[src/rtl/core/gha_pkg.sv]
// ----------------------------------------------------------------------------
// gha_pkg: shared types for the generational handle allocator
// Request kinds, sequencer states and the slot update unit's opcodes and status.
// ----------------------------------------------------------------------------
package gha_pkg;

    // Width of the generation field on the ports
    localparam int HGEN_W = 32;

    typedef enum logic [1:0] {
        KIND_ALLOC = 2'd0,
        KIND_FREE  = 2'd1,
        KIND_CHECK = 2'd2,
        KIND_CLEAR = 2'd3
    } kind_t;

    typedef enum logic [2:0] {
        ST_IDLE,
        ST_EXEC,
        ST_POP,
        ST_SLOT,
        ST_CLR_RD,
        ST_CLR_WR,
        ST_RESP
    } state_t;

    typedef enum logic [1:0] {
        ALU_TAKE,
        ALU_RELEASE,
        ALU_PROBE,
        ALU_RETIRE
    } alu_op_t;

    typedef struct packed {
        logic hit;
        logic next_alive;
    } alu_status_t;

endpackage

[src/rtl/core/gha_slot_alu.sv]
// ----------------------------------------------------------------------------
// gha_slot_alu: slot entry compare and update unit
// Matches a handle against a slot entry and forms the entry's new value.
// ----------------------------------------------------------------------------
module gha_slot_alu
    import gha_pkg::*;
#(
    parameter int GEN_BITS = 32
)
(
    input  alu_op_t             op,
    input  logic                slot_alive,
    input  logic [GEN_BITS-1:0] slot_gen,
    input  logic [HGEN_W-1:0]   handle_gen,
    output alu_status_t         status,
    output logic [GEN_BITS-1:0] next_gen
);

    logic                match;
    logic [GEN_BITS-1:0] bumped;

    // Bits of the handle above GEN_BITS must be zero to match
    assign match  = (HGEN_W'(slot_gen) == handle_gen);
    assign bumped = slot_gen + GEN_BITS'(1);

    always_comb
    begin
        status.hit        = slot_alive & match;
        status.next_alive = slot_alive;
        next_gen          = slot_gen;
        case (op)
            ALU_TAKE:
            begin
                status.hit        = 1'b1;
                status.next_alive = 1'b1;
            end
            ALU_RELEASE:
            begin
                status.next_alive = 1'b0;
                next_gen          = bumped;
            end
            ALU_PROBE:
            begin
                status.next_alive = slot_alive;
            end
            ALU_RETIRE:
            begin
                status.hit        = slot_alive;
                status.next_alive = 1'b0;
                next_gen          = slot_alive ? bumped : slot_gen;
            end
            default:
            begin
                status.next_alive = slot_alive;
            end
        endcase
    end

endmodule

[config.mk]
export PLATFORM = sky130hd
export DESIGN_NAME = gha_slot_alu
export DESIGN_NICKNAME = d
export VERILOG_FILES = /design/src/rtl/core/gha_pkg.sv /design/src/rtl/core/gha_slot_alu.sv
export SDC_FILE = /design/constraint.sdc
export NUM_CORES = 1
export LEC_CHECK = 0
export BUFFER_PORTS_ARGS = -buffer_cell sky130_fd_sc_hd__clkbuf_2
export CORE_MARGIN = 5
export CORE_UTILIZATION = 43
export DETAILED_ROUTE_END_ITERATION = 10
export PLACE_DENSITY_LB_ADDON = 0.08
export SETUP_SLACK_MARGIN = 0.1
export SYNTH_ARGS = -nofsm -noshare
export SYNTH_HDL_FRONTEND = slang
export SYNTH_SLANG_ARGS = --single-unit
export TNS_END_PERCENT = 20
[constraint.sdc]
create_clock -name vclk -period 2
set_clock_uncertainty 0.05 [all_clocks]
set_input_delay 0.3 -clock vclk [all_inputs]
set_output_delay 0.3 -clock vclk [all_outputs]
set_load 0.02 [all_outputs]
==> results of run 1 <==
[kinds of logic after synthesis]
| kind of cell | synth area share (%) |
|---|---|
| AOI/OAI and AO/OA | 29.9 |
| muxes | 2.52 |
| adders and majority gates | 4.67 |
| and+or+nand+nor | 36.4 |
| xor gates and xnor gates | 20.9 |
| buffers and inverters | 5.51 |
[metrics by stage]
stage	hold WS [ns]	util, %	std cells
floorplan	0.625	-	202
global placement	0.919	85.7	418
detailed placement	0.922	85.7	418
CTS	0.935	96.1	423
[repair_timing]
item                                   4_1_cts
setup endpoints to repair                   32
endpoints found under the hold margin        0
setup buffers                                5
pin swaps                                   15
resized for setup                           68
==> results.md, run 1 <==
* Outcome: did not finish
* Fail Step: 5_1_grt
* Run-stopping error: [ERROR DPL-0038] Utilization greater than 100%, impossible to legalize
* Post-synthesis sequential area ratio at 0%
* Post-synth cell types at 41
* Cts hold-fix bufs at 0
* Largest net degree at the start of global routing at 9
* Crit. endpoint post-GRT repair: next_gen[23]
* Top cells by count, synth: xor2_1, nand2_1, o21ai_0
* Yosys warns at 0
* Cell with the most instances after synthesis: xor2_1
* Placement Cell Area at roughly 2600 um2
* DP Wirelength at 5580 um
* # rows at 20
* Syn Nets at 274
* Top-area cell type share of the netlist area at approximately an eighth
* PortBufs at roughly 100
* Die H at about 66 um
* Die W at approximately 66 um
* Worst slack at placement at -0.313 ns
* Mean post-synth cell area at between 6 and 7 um2
* Cell count after synthesis at roughly 200
* Initial Utilization at 44.2%
* Synth area leader: xor2_1
* Post-Syn Area at ~1300 um2
* Routability Congestion at about 0.95
* Synth top area cells: xor2_1, xnor2_1, nand4_1
* I/O pins at between 100 and 150
* Worst_ep kind: output port
==> run 2, diff against run 1 <==
--- a/config.mk
+++ b/config.mk
@@ -6,11 +6,10 @@
 export NUM_CORES = 1
 export LEC_CHECK = 0
 export BUFFER_PORTS_ARGS = -buffer_cell sky130_fd_sc_hd__clkbuf_2
-export CORE_MARGIN = 5
-export CORE_UTILIZATION = 43
+export CORE_AREA = 5 5 66 68
 export DETAILED_ROUTE_END_ITERATION = 10
-export PLACE_DENSITY_LB_ADDON = 0.08
-export SETUP_SLACK_MARGIN = 0.1
+export DIE_AREA = 0 0 71 73
+export PLACE_DENSITY_LB_ADDON = 0.15
 export SYNTH_ARGS = -nofsm -noshare
 export SYNTH_HDL_FRONTEND = slang
 export SYNTH_SLANG_ARGS = --single-unit
==> run 2 against run 1 <==
Against the previous run: the flow now finishes, with violations (negative setup slack); synthesized cell count did not move; area after synthesis did not move.
==> results.md, run 2 <==
* Cell with the most instances after synthesis: xor2_1
* Internal power at 0.306 mW
* Simple-Gate Fraction of Synth Area at between 30 and 40%
* Final setup viols at 13
* Number of global-route vias before repair at roughly 2200
* Fin worst setup slack at -0.293 ns
* DP Wirelength at 5390 um
* Cts hold-fix bufs at 0
* Tcrit/Tclk final at 115%
* Endpoints failing hold at 0
* Outcome: finished, violations left
* Net Sw Frac at a little over half
* Xor/xnor share of the synthesized area at a little over a fifth
* Utilization after layout at 78.6%
* Residual DRC at 0
* Max-cap violation count at 0
* Sequential power share at 0%
* Max IR drop VDD at 108 uV
* Grt total ovfl at 0
* Critical Path RT at ~1.7 ns
* Slowest-stage cell, CP: or4_4
* Mean post-synth cell area at 6.63 um2
* Largest net degree at the start of global routing at 11
* DRT antenna net count at 0
* Synth area leader: xor2_1
* Die H at between 70 and 80 um
* Design Area, Final at about 3000 um2
* Fmax at around 440 MHz
* Final WL at ~7500 um
* Arr. time, crit path at 1.94 ns
* Post-Syn Area at ~1300 um2
* N_diodes at 0
* Cell count after synthesis at 202
* Slew Viols, Final at 0
* Post-layout nets at around 440
* LEAKAGE at 1.35 nW
* Final Critical Period at between 2 and 2.5 ns
* Post-synthesis sequential area ratio at 0%
* FFs & Latches at 0
* First-pass GRT wire length at around 10000 um
* Drt first pass iters at 5
* Initial Utilization at between 30% and 40%
* # rows at 23
* Main combinational cell family by area after synthesis: simple AND/OR/NAND/NOR gates
* Share of post-route cells with drive strength above 1 at a little under two thirds
* Synth top area cells: xor2_1, xnor2_1, nand4_1
* Vias/cell at approximately 5.6
* Yosys warns at 0
* Post-DR wirelength/cell at roughly 18 um
* Worst Hold Class: in -> out
* CORE AREA at roughly 3800 um2
* Routability Congestion at 0.917
* Die area at just over 5000 um2
* Mux contribution to synthesized area at 2.52%
* Placement Cell Area at ~2400 um2
* I/O pins at about 100
* Top cells by count, synth: xor2_1, nand2_1, o21ai_0
* Slowest stage delay, CP at approximately 0.56 ns
* PwrDens at roughly 210 nW/um2
* Worst slew pin tran at 0.342 ns
* Crit. End Element: output pin
* Seq. cell area at 0 um2
* Syn Nets at between 200 and 300
* Gate power share at 100.0%
* Worst-path fanout max at 1
* Area delta synth->final at 123%
* Compound-Gate Fraction of Synth Area at 29.9%
* Overall Power at approximately 0.64 mW
* Clock buf count at 0
* Gr usage total at about a quarter
* Commonest non-fill, non-tap cell in the layout: buf_4
* Post-synth cell types at 41
* Die W at 71 um
* Top-area cell type share of the netlist area at about an eighth
* Setup Crit Path Kind: in -> out
* Failing checks: negative setup slack
* PortBufs at about 100
* Unrepaired setup endpoints after global routing: yes
* Commonest non-fill, non-tap cells in the layout: buf_4, clkbuf_2, nand4_1, nand2_1, xor2_1
* Clock Power Share at 0%
* Psw at 0.333 mW
* Relative slew slack at just under 80%
* Critical Path Start Type: input pin
* Vias at ~2300
* Antenna violations before repair at 0
* CP Cell Sequence: buf_6 > xor2_2 > nor4_2 > nand4_1 > or4_4 > o22ai_4 > buf_8
* Adder-Cell Fraction of Synth Area at roughly 4.7%
* DR iter-0 viols at about 170
==> run 2: cell counts after synthesis <==
No cell type changed its count.
==> run 2: worst max-delay path, delay by kind of cell <==
family / cells / cell delay, ns
and+or+nand+nor: 3 / 1.11
buffers and inverters: 2 / 0.23
xor gates and xnor gates: 1 / 0.16
AOI/OAI and AO/OA: 1 / 0.13
==> run 2: per-layer routing <==
metal | part of all wire (%) | global-route usage, % | up-vias
met1 | 39 | 31.1 | 1088
met3 | 7.6 | 2.62 | 16
li1 | - | - | 1106
met4 | 2.4 | 5.01 | 0
met2 | 51 | 45.4 | 135
met5 | 0 | 0 | -
==> run 2: worst paths after layout <==
| check | from | endpoint | slack (ns) | cells after the start |
|---|---|---|---|---|
| worst min-delay path | slot_gen[6] | next_gen[6] | 0.86 | 3 |
| worst max-delay path | handle_gen[16] | status[1] | -0.29 | 7 |
==> run 2: cell families after synthesis <==
family | Yosys count
buffers and inverters | 16
and+or+nand+nor | 84
xor gates and xnor gates | 32
adders and majority gates | 5
muxes | 3
AOI/OAI and AO/OA | 62
==> run 2: cell type report <==
cell class                      instances  area, um2
Multi-Input combinational cell        186       1620
Tap cell                               50       62.6
Timing Repair Buffer                  174       1270
Inverter                                8       30.0
Fill cell                             288        813
==> run 2: power groups by stage <==
stage / clock network (mW) / logic [mW] / registers (mW)
after detailed placement: 0 / 0.504 / 0
after CTS: 0 / 0.567 / 0
after global placement: 0 / 0.501 / 0
after global routing: 0 / 0.677 / 0
final: 0 / 0.639 / 0
after floorplan: 0 / 0.221 / 0
==> run 2: repair_timing <==
item	in CTS	in global routing
setup endpoints to repair	31	29
resized for setup	72	68
buffers inserted	1	1
gates cloned	0	0
pin swaps	20	26
==> run 2: metrics by stage <==
stage / setup WS (ns) / cells / TNS [ns] / hold WS, ns
floorplan: -0.0793 / 202 / -0.649 / 0.653
global placement: -0.408 / 416 / -3.10 / 0.919
detailed placement: -0.384 / 416 / -3.64 / 0.923
CTS: -0.147 / 417 / -0.503 / 0.909
global route: -0.310 / 418 / -1.95 / 0.877
finish: -0.293 / 418 / -0.943 / 0.859
Power figures use the tool's default switching activity.
